--- src/sv/lzsswd_pkg.sv ---
package lzsswd_pkg;

  localparam int WIN_AW    = 11;
  localparam int WIN_DEPTH = 1 << WIN_AW;
  localparam int FILL_W    = WIN_AW + 1;
  localparam int BB_W      = 24;
  localparam int CNT_W     = 5;
  localparam int FIELD_W   = 11;
  localparam int LEN_W     = 5;

  localparam logic [WIN_AW-1:0] WIN_START = 11'h7ef;
  localparam logic [7:0]        FILL_BYTE = 8'h20;

  // token field being collected
  localparam logic [1:0] PH_FLAG = 2'd0;
  localparam logic [1:0] PH_LIT  = 2'd1;
  localparam logic [1:0] PH_OFS  = 2'd2;
  localparam logic [1:0] PH_CNT  = 2'd3;

  typedef struct packed {
    logic [7:0] packed_byte;
    logic       stream_last;
  } in_beat_t;

  typedef struct packed {
    logic [7:0] plain_byte;
    logic       run_last;
    logic       finished;
  } out_beat_t;

  typedef struct packed {
    logic       load;
    logic       consume;
    logic [1:0] phase;
  } bb_ctrl_t;

  typedef struct packed {
    logic               avail;
    logic [FIELD_W-1:0] value;
  } bb_field_t;

  typedef struct packed {
    logic       push;
    logic       flush;
    logic       fin;
    logic [7:0] data;
  } ob_ctrl_t;

  function automatic logic [CNT_W-1:0] field_width(input logic [1:0] ph);
    logic [CNT_W-1:0] w;
    case (ph)
      PH_FLAG: w = 5'd1;
      PH_LIT:  w = 5'd8;
      PH_OFS:  w = 5'd11;
      default: w = 5'd4;
    endcase
    return w;
  endfunction

  function automatic logic [FIELD_W-1:0] field_mask(input logic [1:0] ph);
    logic [FIELD_W-1:0] m;
    case (ph)
      PH_FLAG: m = 11'h001;
      PH_LIT:  m = 11'h0ff;
      PH_OFS:  m = 11'h7ff;
      default: m = 11'h00f;
    endcase
    return m;
  endfunction

endpackage

--- src/sv/lzsswd_outbuf.sv ---
module lzsswd_outbuf (
  input  logic                  clk,
  input  logic                  rst_n,
  input  lzsswd_pkg::ob_ctrl_t  ctrl,
  output logic                  ready,
  output logic                  out_valid,
  input  logic                  out_stall,
  output lzsswd_pkg::out_beat_t out_beat
);

  // one byte held back until it is known whether it closes the beat run
  logic                  hold_valid_r, hold_valid_nxt;
  logic [7:0]            hold_r, hold_nxt;
  logic                  out_valid_r, out_valid_nxt;
  lzsswd_pkg::out_beat_t out_r, out_nxt;
  logic                  out_free;

  assign out_free  = !out_valid_r || !out_stall;
  assign ready     = !hold_valid_r || out_free;
  assign out_valid = out_valid_r;
  assign out_beat  = out_r;

  always_comb begin
    hold_valid_nxt = hold_valid_r;
    hold_nxt       = hold_r;
    out_nxt        = out_r;
    out_valid_nxt  = out_valid_r && out_stall;
    if (ctrl.push && ready) begin
      hold_valid_nxt = 1'b1;
      hold_nxt       = ctrl.data;
      if (hold_valid_r) begin
        out_valid_nxt       = 1'b1;
        out_nxt.plain_byte  = hold_r;
        out_nxt.run_last    = 1'b0;
        out_nxt.finished    = 1'b0;
      end
    end else if (ctrl.flush && ready) begin
      hold_valid_nxt = 1'b0;
      if (hold_valid_r) begin
        out_valid_nxt       = 1'b1;
        out_nxt.plain_byte  = hold_r;
        out_nxt.run_last    = 1'b1;
        out_nxt.finished    = ctrl.fin;
      end
    end
  end

  always_ff @(posedge clk) begin
    if (!rst_n) begin
      hold_valid_r <= 1'b0;
      out_valid_r  <= 1'b0;
    end else begin
      hold_valid_r <= hold_valid_nxt;
      out_valid_r  <= out_valid_nxt;
    end
  end

  always_ff @(posedge clk) begin
    hold_r <= hold_nxt;
    out_r  <= out_nxt;
  end

endmodule

--- config.mk ---
export PLATFORM = sky130hd
export DESIGN_NAME = lzsswd_outbuf
export DESIGN_NICKNAME = d
export VERILOG_FILES = /design/src/sv/lzsswd_pkg.sv /design/src/sv/lzsswd_outbuf.sv
export SDC_FILE = /design/constraint.sdc
export NUM_CORES = 1
export LEC_CHECK = 0
export ABC_CLOCK_PERIOD_IN_PS = 1600
export CORE_MARGIN = 2
export CORE_UTILIZATION = 35
export DETAILED_ROUTE_END_ITERATION = 16
export DONT_BUFFER_PORTS = 1
export RECOVER_POWER = 50
export SLEW_MARGIN = 20
export SYNTH_ARGS = -nofsm -noshare
export SYNTH_HDL_FRONTEND = slang
export SYNTH_SLANG_ARGS = --single-unit
export TNS_END_PERCENT = 100
--- constraint.sdc ---
create_clock -name clk -period 1.6 [get_ports clk]
set_input_delay 0.24 -clock clk [delete_from_list [all_inputs] [get_ports clk]]
set_output_delay 0.24 -clock clk [all_outputs]
set_load 0.03 [all_outputs]
# Yosys cells after proc, flatten, opt, wreduce, memory -nomap -nowiden

Cells that the tools add are included.

Register bits after elaboration: 20
Output and inout port bits: 12
Logic and storage cells: 27

Equality and inequality tests: 2
Muxes and demuxes: 9
Reduce and logical (&&, ||, !) cells: 10

Operators with widths:

| operator           | count |
|---|---|
| $mux 10            | 4 |
| $mux 1             | 5 |
| $ne 2x2->1 const B | 2 |
| $logic_and 1x1->1  | 3 |
| $logic_not 1->1    | 3 |
| $reduce_and 3->1   | 1 |
| $logic_or 1x1->1   | 2 |
| $reduce_bool 2->1  | 1 |

# Longest topological paths before layout

Word-level depth: 6
Mapped depth: 2

# Worst setup path after synthesis

No wires, ideal clock.

Path type: reg2reg
Start point: register out_valid_r (netlist: out_valid)
End point: register out_r (netlist bit out_beat[0]), enable pin
Library setup time: 0.380 ns
Arrival time: 1.031 ns
Path slack: 0.189 ns
Cell stages (with the launch flop): 2
Buffers on the path: 0
Period minus slack after synthesis: 1.411 ns
Path through: dfxtp_1 > a21oi_1

Cells in the longest elaborated chain, start to end: 6
Elaborated cells between the ends (all ways): 9
Those cells by class: eq/ne: 2; reduce/logical: 7

Ends and longest elaborated chain:

| item                                                             | line                                     | RTL |
|---|---|---|
| start, declared                                                  | lzsswd_outbuf.sv:14                      | `logic out_valid_r, out_valid_nxt;` |
| start signal, assigned                                           | lzsswd_outbuf.sv:54                      | `out_valid_r <= out_valid_nxt;` |
| $logic_not 1->1 *                                                | lzsswd_outbuf.sv:18                      | `assign out_free = !out_valid_r \|\| !out_stall;` |
| $logic_or 1x1->1 *                                               | lzsswd_outbuf.sv:18                      |  |
| $logic_or 1x1->1 *                                               | lzsswd_outbuf.sv:19                      | `assign ready = !hold_valid_r \|\| out_free;` |
| $logic_and 1x1->1, on equally long branches                      | lzsswd_outbuf.sv:37, lzsswd_outbuf.sv:28 |  |
| $ne 2x2->1 (no source line) or $reduce_bool 2->1 (tied branches) | --                                       |  |
| $reduce_and 3->1 (no source line) *                              | --                                       |  |
| end signal, assigned                                             | lzsswd_outbuf.sv:60                      | `out_r <= out_nxt;` |
| end, declared                                                    | lzsswd_outbuf.sv:15                      | `lzsswd_pkg::out_beat_t out_r, out_nxt;` |

Mark *: on every way between the ends. The rest lies on a longest branch, timed or not.
A chain may end at the register's enable or synchronous reset.

# Final worst setup path

Start point: register out_valid_r (netlist: out_valid)
End point: output port ready

Cells in the longest elaborated chain, start to end: 3

Ends and longest elaborated chain:

| item             | line                | RTL |
|---|---|---|
| $logic_not 1->1  | lzsswd_outbuf.sv:18 |  |
| $logic_or 1x1->1 | lzsswd_outbuf.sv:18 |  |
| $logic_or 1x1->1 | lzsswd_outbuf.sv:19 |  |
| end, declared    | lzsswd_outbuf.sv:5  | `output logic ready,` |

Every way passes these cells.

==> reports/metrics.cfg <==
[logic_synthesis]
synth_top_family_by_area=compound AO/OA/AOI/OAI gates
syn_inst=31
synth.avg_cell_area_sq_um=20.8
synth-compound-area-share=0.0562
yosysUniqueCellTypes=11
async_reset_ff_frac=0
yosysMostFrequentCell=edfxtp_1
synth.largest_area_cell=edfxtp_1
synth_enable_flop_cells=18
ys_ff_latch=20
synth.mux.area_fraction=0
synthAdderAreaFrac=0
ys.warnings.count=0
synthTopCellsByArea=edfxtp_1 (84%), dfxtp_1 (6.2%), nand3_2 (1.6%), o21ai_0 (1.6%), a21boi_0 (1.2%)
yosys.area_share.simple=0.0388
synth_ff_type=edfxtp_1
synth_common_cells=edfxtp_1 (18), dfxtp_1 (2), nand2_1 (2), o21ai_0 (2)
synth_area_sq_um=646
synth_top_area_share=0.837
syn_nets=45
yosysSeqAreaShare=0.899
synth_xor_area_frac=0

[routing]
firstDrtPassIters=4
viasPerCell=4.69
vias=291
drt_first_iter_violations=3
wl_per_cell_microns=15.2
drc=0
ant_nets=0
wl_microns=944

[cells_and_area]
final_nets=52
nFillCells=165
antenna_cells=0
syn2layout_area_growth_pct=11.2
drive_above_1_share=0.189

[timing]
slew_headroom=0.738
drv_slew=0
period_needed_ns=1.41
rsz0062_at_grt=no
finalSetupViolCount=0
fmax_mhz=712
finClkSkew_ns=0.000776
min_period_over_period=0.878
hold-worst-slack_ns=0.0395
finalHoldViolations=0
tightest_slew_ns=0.392
fin_tns_setup_ns=0

[critical_path]
r2r_end=out_beat[0]
r2r_setup_slack_ns=0.38
cp_slowest_cell=dfxtp_1
ff2ff_path_depth=3
endpoint_kind=output port
worstPathArrival_ns=1.17
setup.worst_path.start=out_valid
required_ns=1.36
worstSetupStartpointType=flop
cp_slowest_stage_delay_ns=0.57
crit_path_max_fanout=4
r2r_start=out_valid
worstPathCellList=nand3_2, buf_4
crit_type=reg -> out

[global_route]
met3_usage=0.0385
overflow=0
antenna_found_initial=0
grt_usage=0.0926
met2_usage=0.151
grt_start_max_net_pins=12
grtUsageMet1=0.0957
busiest_layer=met2
grt_pass1_vias=304
grt_first_pass_wirelength_microns=1330

[power]
p_per_area_mw_per_mm2=1240
ir_worst_vdd_mv=0.527
p_leak_nw=0.236

[clock_network]
cts_max_path_buffers=2
cts-root-buf=clkbuf_4
hold_buffers=0
clkTransAtPathRegs_ns=0.10
postCtsSetupRepairBufs=0
cts_max_level=1
clock-sinks=20
ctsResizeCount=0
clock_latency_ns=0.29
numCtsBuffers=3
cts_tree=built

[hold_path]
whs_path_depth=0
min_from=ctrl[6]
min_to=hold_r[6]
hold_class=in -> reg

[floorplanning]
start_util=0.374
die_y_microns=47.0
rows=15
die_w_microns=47.0
io_pins=26
core_sq_mm=0.00173
die_area_sq_mm=0.00220

[place]
finalWeightedCongestion=0.716
placement.io_buffers=0
place_hpwl_microns=692

[outcome]
outcome=complete, no violations

[run]
cap_violations=0

[cells in the final DEF (no fill, tap or decap), drive strengths merged]
master / count
a31oi: 1
nand3: 1
buf: 2
a21oi: 1
a21boi: 2
edfxtp: 18
clkinv: 1
and2: 1
o21ai: 2
nand2: 2
inv: 1
dfxtp: 2
clkbuf: 3
[state kept, by name, indices dropped and copies added (netlist names)]
name and flops:
out_beat 10, hold_r 8, hold_valid_r 1, out_valid 1
[layer usage]
| metal | part of all wire | wire length (microns) | vias up |
|---|---|---|---|
| li1 | - | - | 129 |
| met1 | 0.41 | 390 | 144 |
| met2 | 0.50 | 476 | 18 |
| met3 | 0.081 | 76 | 0 |
| met4 | 0 | 0 | 0 |
| met5 | 0 | 0 | - |
[cell type report]
type	count	area (sq um)	share of cell area
repair buffers	2	15.0	0.0209
clock inverters	1	3.75	0.00523
multi-input cells	10	61.3	0.0854
clock buffers	3	22.5	0.0314
inverters	1	3.75	0.00523
well taps	25	31.3	0.0436
flip-flops and latches	20	581	0.808
[where the power goes]
part | internal (mW) | total (mW) | leakage, nW | switching [mW]
combinational | 0.00748 | 0.0229 | 0.0330 | 0.0154
sequential | 0.601 | 0.637 | 0.187 | 0.0355
clock | 0.0906 | 0.231 | 0.0154 | 0.141
[through the flow]
stage               power, mW  setup slack (ns)  std cells  instance area (sq um)   util
floorplan               0.661             0.189         31                    646      -
global placement        0.669             0.413         58                    692  0.401
detailed placement      0.673             0.401         58                    692  0.401
CTS                     0.900             0.184         62                    718  0.416
global route            0.925             0.128         62                    718  0.416
finish                  0.891             0.195         62                    718  0.416
[critical path: cells and delay by family, from the launching register on]
| kind | cells | cell delay (ns) |
|---|---|---|
| AND/OR/NAND/NOR | 1 | 0.12 |
| buffers and inverters | 1 | 0.19 |
| flip-flops | 1 | 0.57 |
[kinds of logic (layout without fill, tap and decap cells)]
group           count (synthesis)  after routing
flops                          20             20
compound gates                  6              6
simple gates                    4              4
buf+inv                         1              7
[how the worst max path moves through the flow]
| stage | cells after the start | slack [ns] | end |
|---|---|---|---|
| 2_1_floorplan | 1 | 0.19 | out_beat[0] |
| 3_3_place_gp | 2 | 0.41 | hold_r[0] |
| 3_5_place_dp | 2 | 0.40 | hold_r[1] |
| 4_1_cts | 2 | 0.18 | ready |
| 5_1_grt | 2 | 0.13 | ready |
| 6_report | 2 | 0.19 | ready |
(Power assumes the default switching activity.)
