**config.mk**
```make
export PLATFORM = sky130hd
export DESIGN_NAME = lzsswd_bitbuf
export DESIGN_NICKNAME = d
export VERILOG_FILES = /design/src/sv/lzsswd_pkg.sv /design/src/sv/lzsswd_bitbuf.sv
export SDC_FILE = /design/constraint.sdc
export NUM_CORES = 1
export LEC_CHECK = 0
export BUFFER_PORTS_ARGS = -buffer_cell sky130_fd_sc_hd__clkbuf_2
export CAP_MARGIN = 15
export CORE_ASPECT_RATIO = 1.4
export CORE_MARGIN = 2
export CORE_UTILIZATION = 55
export CTS_BUF_LIST = sky130_fd_sc_hd__clkbuf_4 sky130_fd_sc_hd__clkbuf_8
export CTS_CLUSTER_SIZE = 40
export DETAILED_ROUTE_END_ITERATION = 12
export PLACE_DENSITY = 0.79
export SYNTH_ARGS = -nofsm -noshare
export SYNTH_HDL_FRONTEND = slang
export SYNTH_SLANG_ARGS = --single-unit
```
**constraint.sdc**
```tcl
create_clock -name clk -period 2.59 [get_ports clk]
set_input_delay 0.1295 -clock clk [delete_from_list [all_inputs] [get_ports clk]]
set_output_delay 0.1295 -clock clk [all_outputs]
set_load 0.02 [all_outputs]
```
**src/sv/lzsswd_pkg.sv**
```systemverilog
package lzsswd_pkg;

  localparam int WIN_AW    = 11;
  localparam int WIN_DEPTH = 1 << WIN_AW;
  localparam int FILL_W    = WIN_AW + 1;
  localparam int BB_W      = 24;
  localparam int CNT_W     = 5;
  localparam int FIELD_W   = 11;
  localparam int LEN_W     = 5;

  localparam logic [WIN_AW-1:0] WIN_START = 11'h7ef;
  localparam logic [7:0]        FILL_BYTE = 8'h20;

  // token field being collected
  localparam logic [1:0] PH_FLAG = 2'd0;
  localparam logic [1:0] PH_LIT  = 2'd1;
  localparam logic [1:0] PH_OFS  = 2'd2;
  localparam logic [1:0] PH_CNT  = 2'd3;

  typedef struct packed {
    logic [7:0] packed_byte;
    logic       stream_last;
  } in_beat_t;

  typedef struct packed {
    logic [7:0] plain_byte;
    logic       run_last;
    logic       finished;
  } out_beat_t;

  typedef struct packed {
    logic       load;
    logic       consume;
    logic [1:0] phase;
  } bb_ctrl_t;

  typedef struct packed {
    logic               avail;
    logic [FIELD_W-1:0] value;
  } bb_field_t;

  typedef struct packed {
    logic       push;
    logic       flush;
    logic       fin;
    logic [7:0] data;
  } ob_ctrl_t;

  function automatic logic [CNT_W-1:0] field_width(input logic [1:0] ph);
    logic [CNT_W-1:0] w;
    case (ph)
      PH_FLAG: w = 5'd1;
      PH_LIT:  w = 5'd8;
      PH_OFS:  w = 5'd11;
      default: w = 5'd4;
    endcase
    return w;
  endfunction

  function automatic logic [FIELD_W-1:0] field_mask(input logic [1:0] ph);
    logic [FIELD_W-1:0] m;
    case (ph)
      PH_FLAG: m = 11'h001;
      PH_LIT:  m = 11'h0ff;
      PH_OFS:  m = 11'h7ff;
      default: m = 11'h00f;
    endcase
    return m;
  endfunction

endpackage

```
**src/sv/lzsswd_bitbuf.sv**
```systemverilog
module lzsswd_bitbuf (
  input  logic                  clk,
  input  logic                  rst_n,
  input  lzsswd_pkg::bb_ctrl_t  ctrl,
  input  logic [7:0]            din,
  output lzsswd_pkg::bb_field_t field
);

  logic [lzsswd_pkg::BB_W-1:0]  bits_r, bits_nxt;
  logic [lzsswd_pkg::CNT_W-1:0] count_r, count_nxt;
  logic [lzsswd_pkg::CNT_W-1:0] need;
  logic [lzsswd_pkg::CNT_W-1:0] sh;
  logic [lzsswd_pkg::BB_W-1:0]  shifted;

  assign need    = lzsswd_pkg::field_width(ctrl.phase);
  assign sh      = count_r - need;
  assign shifted = bits_r >> sh;

  assign field.avail = (count_r >= need);
  assign field.value = shifted[lzsswd_pkg::FIELD_W-1:0] & lzsswd_pkg::field_mask(ctrl.phase);

  always_comb begin
    bits_nxt  = bits_r;
    count_nxt = count_r;
    if (ctrl.load) begin
      bits_nxt  = {bits_r[lzsswd_pkg::BB_W-9:0], din};
      count_nxt = count_r + 5'd8;
    end else if (ctrl.consume) begin
      count_nxt = count_r - need;
    end
  end

  always_ff @(posedge clk) begin
    if (!rst_n) begin
      count_r <= '0;
    end else begin
      count_r <= count_nxt;
    end
  end

  always_ff @(posedge clk) begin
    bits_r <= bits_nxt;
  end

endmodule

```
Word-level counts from Yosys, hierarchy flattened
Index checks and enable logic that the tools add are counted.

$add $sub $neg: 2. Multiply operators: 0. Div/mod/pow operators: 0. $lt $le $gt $ge: 1. Equality and inequality tests: 2. Shift-type cells: 1. Muxes and demuxes: 4. Bitwise operators: 1. Reductions and logical operators: 2.

Operators with widths (number): $pmux 11 s3 (1); $shr 24x5->11 (1); $pmux 4 s3 (1); $and 11x11->11 (1); $mux 5 (2); $add 5x4->5 const B (1); $ge 5x5->1 (1); $sub 5x5->5 (1); $eq 2x1->1 const B (1); $eq 2x2->1 const B (1); $logic_not 2->1 (1); $reduce_bool 2->1 (1).

Bits in registers: 29. Bits in latches: 0. RAM bits: 0. Bits in read-only memories: 0. Input port bits: 14. Logic and storage cells: 15. Memories kept: 0.

Depth between registers and ports, before layout
Depth in word-level cells: 5. Gate-level depth with buffers: 13.

Worst setup path after synthesis
Ideal clock, no wire load.

Path kind: input to output. Start point: input ctrl[0] in the netlist's numbering. End point: output field[8] in the netlist's numbering. Data arrival time: 2.841 ns. Slack: -0.380 ns. Stages on the path: 12. Path buffers: 1. Path through: inv_1 > ha_1 > nor2_1 > nor2_1 > ha_1 > fa_1 > nand2b_1 > a21oi_1 > xor2_1 > clkbuf_1 > nand2_1 > a211oi_1.

RTL lines: start, declared (RTL line lzsswd_bitbuf.sv:4) `input lzsswd_pkg::bb_ctrl_t ctrl,`; end, declared (RTL line lzsswd_bitbuf.sv:6) `output lzsswd_pkg::bb_field_t field`.

==> PnR_summary.wiki <==
{| class="wikitable"
! Metric !! Value
|-
| Maximum clock rate || about 0.35 GHz
|-
| Total Wirelength || slightly below 8000 um
|-
| Buffer cell driving the clock tree root || clkbuf_8
|-
| Share of the yosys chip area belonging to registers || between 30 and 40%
|-
| Number of max-slew violations in the final report || 0
|-
| Warnings, synthesis || 0
|-
| Mean Syn Cell Area || roughly 11 um^2
|-
| Highest signal layer in the routed design || met4
|-
| Average wire per cell in the routed design || roughly 22 um
|-
| Via count of the first global-routing pass || between 2000 and 2500
|-
| Violated checks || setup timing
|-
| Area growth syn-to-layout || 50.86%
|-
| Wire length of the first global-routing pass || between 10000 and 15000 um
|-
| Reported max-cap violation count || 0
|-
| Overall die height || roughly 80 um
|-
| Arrival @ worst endpoint || approximately 2800 ps
|-
| DR iter-0 viols || approximately 140
|-
| Final hold violation count || 0
|-
| Final net count || 329
|-
| Global placer's final weighted congestion || 0.9598
|-
| Antenna violations before repair || 0
|-
| Diode count || 0
|-
| Setup ws final || -303.1 ps
|-
| Detailed route wirelength on metal2 || ~4200 um
|-
| Path type of the worst min-delay path || input pin to register
|-
| HPWL Detailed || around 4500 um
|-
| Layout cells sized above 1 || a little under three fifths
|-
| H-tree lvl count || 2
|-
| Clock buffer depth || 2
|-
| DRC viols || 0
|-
| # IOs || 26
|-
| Flops & latches, synth || 29
|-
| Number of standard cells in the layout, taps in and fillers out || 350
|-
| Result of the run || finished with violations
|-
| Depth of the most critical reg-to-reg path || 10
|-
| Largest net degree at the start of global routing || 29
|-
| Met3 wirelength from detailed routing || about 460 um
|-
| TritonCTS Sinks || 29
|-
| TritonCTS clock tree || built
|-
| Clk Latency, worst-skew pair || between 200 and 300 ps
|-
| Hold_ws || about 23 ps
|-
| Area inside the core boundary || between 3000 and 4000 um^2
|-
| EDFF count, synth || 24
|-
| CP Data Required Time || 2460 ps
|-
| Detailed-routing wirelength on met1 || about 2600 um
|-
| Combined area of all synthesized cells || between 2000 and 2500 um^2
|-
| Number of hold buffers added after cts || 0
|-
| Worst Path Class, Setup || input pin to output port
|-
| Count of vias placed by the detailed router || 2230
|-
| Worst max-slew margin expressed relative to the limit || between 50% and 60%
|-
| Transition at the pin with the smallest max-transition slack || 658.7 ps
|-
| Initial core utilization || a little under three fifths
|-
| Iteration count of the initial detailed-routing pass || 4
|-
| Total die area || 4656 um^2
|-
| Die Width || roughly 58 um
|-
| Worst slack after detailed placement || -318.5 ps
|-
| RSZ-0062 raised after global routing || yes
|-
| Clock transition at path regs || 60 ps
|-
| Worst ir drop on vdd || between 0.7 and 0.8 mV
|-
| Cell Pwr Density || 806.1 nW/um^2
|-
| Number of distinct standard cells referenced by the synthesized netlist || 45
|-
| Clock buffer count from CTS || 5
|-
| Post-Place Cells || between 300 and 400
|-
| Crit path capture type || output port
|-
| Fin crit share || 111.7%
|-
| Maximum net fanout on the critical path || 8
|-
| Via count normalized by instance count || about 6.4
|-
| Crit start category || input pin
|-
| Number of buffer cells added on primary ports || 25
|-
| Ys async rst share || 0%
|-
| Synth Instances || approximately 220
|-
| Mapped Nets || between 200 and 250
|-
| Overflow left after global routing || 0
|-
| Leak || 1.456 nW
|-
| Total power of the final layout || 2.756 mW
|-
| Post-route ant nets || 0
|-
| Final min period || approximately 2900 ps
|-
| Worst hold path stage count || 1
|-
| Number of core rows || 27
|-
| Top FF cell, synth || edfxtp_1
|-
| Post-Route Skew || about 9.0 ps
|-
| TNS Setup || -2581 ps
|-
| Overall global routing resource usage || around a third
|-
| Final count of negative-setup-slack endpoints || 11
|}
[logic make-up after synthesis]
logic type      after synthesis  synth area share [%]
flops                        29                 36.22
xor+xnor                      5                 2.761
buf+inv                      21                 4.749
compound gates               37                 10.71
fa+ha+maj                     9                 5.301
simple gates                 61                 13.20
mux                          53                 27.06
[cells in the mapped netlist (2+ instances only)]
master / count / share of area [%]
nor3_1: 6 / 1.3
nand2_1: 13 / 2.2
a21oi_1: 10 / 2.2
o211ai_1: 3 / 0.99
mux2i_1: 29 / 13
nand3_1: 10 / 2.2
and2_1: 3 / 0.83
nand2b_1: 3 / 0.83
nor2_1: 15 / 2.5
ha_1: 8 / 4.4
or3_1: 2 / 0.55
o21a_1: 2 / 0.66
mux4_1: 2 / 2.3
buf_2: 4 / 0.88
a31oi_1: 3 / 0.83
edfxtp_1: 24 / 32
clkbuf_1: 5 / 0.83
xnor2_1: 2 / 0.77
mux2_2: 20 / 9.9
xor2_1: 2 / 0.77
mux4_2: 2 / 2.0
o21ai_0: 6 / 1.3
a211oi_1: 3 / 0.99
inv_1: 8 / 1.3
buf_4: 2 / 0.66
o211a_1: 3 / 1.3
nor2b_1: 3 / 0.83
dfxtp_1: 5 / 4.4
[report_power, final]
group | switching (mW) | total [mW] | leakage, nW | internal, mW
combinational | 0.841 | 1.72 | 1.13 | 0.880
clock | 0.173 | 0.455 | 0.0518 | 0.283
sequential | 0.0331 | 0.579 | 0.277 | 0.546
[state kept, by name, indices dropped and copies added (netlist names)]
signal / count
count_r: 5
bits_r: 24
[routing by layer]
| layer | track usage, % | vias to the layer above |
|---|---|---|
| met1 | 33.96 | 1091 |
| li1 | - | 989 |
| met3 | 4.862 | 39 |
| met2 | 60.91 | 111 |
| met4 | 18.60 | 0 |
| met5 | 0 | - |
[area by class of cell]
class / instances / area, um^2
Fill cell: 190 / 534.3
Tap cell: 43 / 53.80
Multi-Input combinational cell: 165 / 1614
Clock inverter: 3 / 41.29
Inverter: 9 / 35.03
Sequential cell: 29 / 822.0
Clock buffer: 5 / 68.82
Timing Repair Buffer: 96 / 783.3
[worst max-delay path, stage by stage]
cell	delay, ps
clkbuf_2	120
inv_1	60
ha_2	180
nor2_2	100
nor2_1	70
ha_4	160
fa_2	450
xor2_4	190
buf_6	130
buf_12	140
mux2i_2	160
mux4_2	490
a31o_1	210
clkbuf_8	150
[layout by cell type, fill, tap and decap left out, types with 2 or more instances in the layout]
cell type and count:
nand2_1 10, mux2i_4 5, mux2_2 20, a211oi_2 2, nand3_1 8, a31oi_2 3, nor3_4 2, ha_1 6
nand2_2 3, buf_6 3, or3_1 2, mux4_2 4, nor2_2 2, mux2i_2 7, clkbuf_8 11, edfxtp_1 24
buf_4 67, nor3_1 4, o211ai_1 3, o21a_2 2, a21oi_1 5, o211a_1 3, o21ai_1 2, nand2b_1 2
mux2i_1 17, buf_8 2, o21ai_0 5, nand3_2 2, dfxtp_1 4, inv_1 6, a21oi_2 4, clkbuf_2 15
and2_1 3, inv_2 2, nor2b_1 3, nor2_1 12
[what timing repair did]
action / CTS / global route
buffers inserted: 7 / 4
resized for setup: 43 / 26
pin swaps: 16 / 16
cloned: 1 / 1
endpoints found under the hold margin: 0 / 0
setup endpoints to repair: 11 / 11
[metrics by stage]
| step | instance area [um^2] | util [%] |
|---|---|---|
| floorplan | 2350 | - |
| global placement | 2905 | 73.50 |
| detailed placement | 2905 | 73.50 |
| CTS | 3272 | 82.78 |
| global route | 3418 | 86.48 |
| finish | 3418 | 86.48 |
[worst paths after layout]
kind / from / to / slack, ps
worst max register to register: count_r[0] / count_r[4] / 480
worst max-delay path: ctrl[1] / field[7] / -300
worst min register to register: bits_r[0] / bits_r[8] / 460
worst min-delay path: din[4] / bits_r[4] / 20
(Power assumes the default switching activity.)
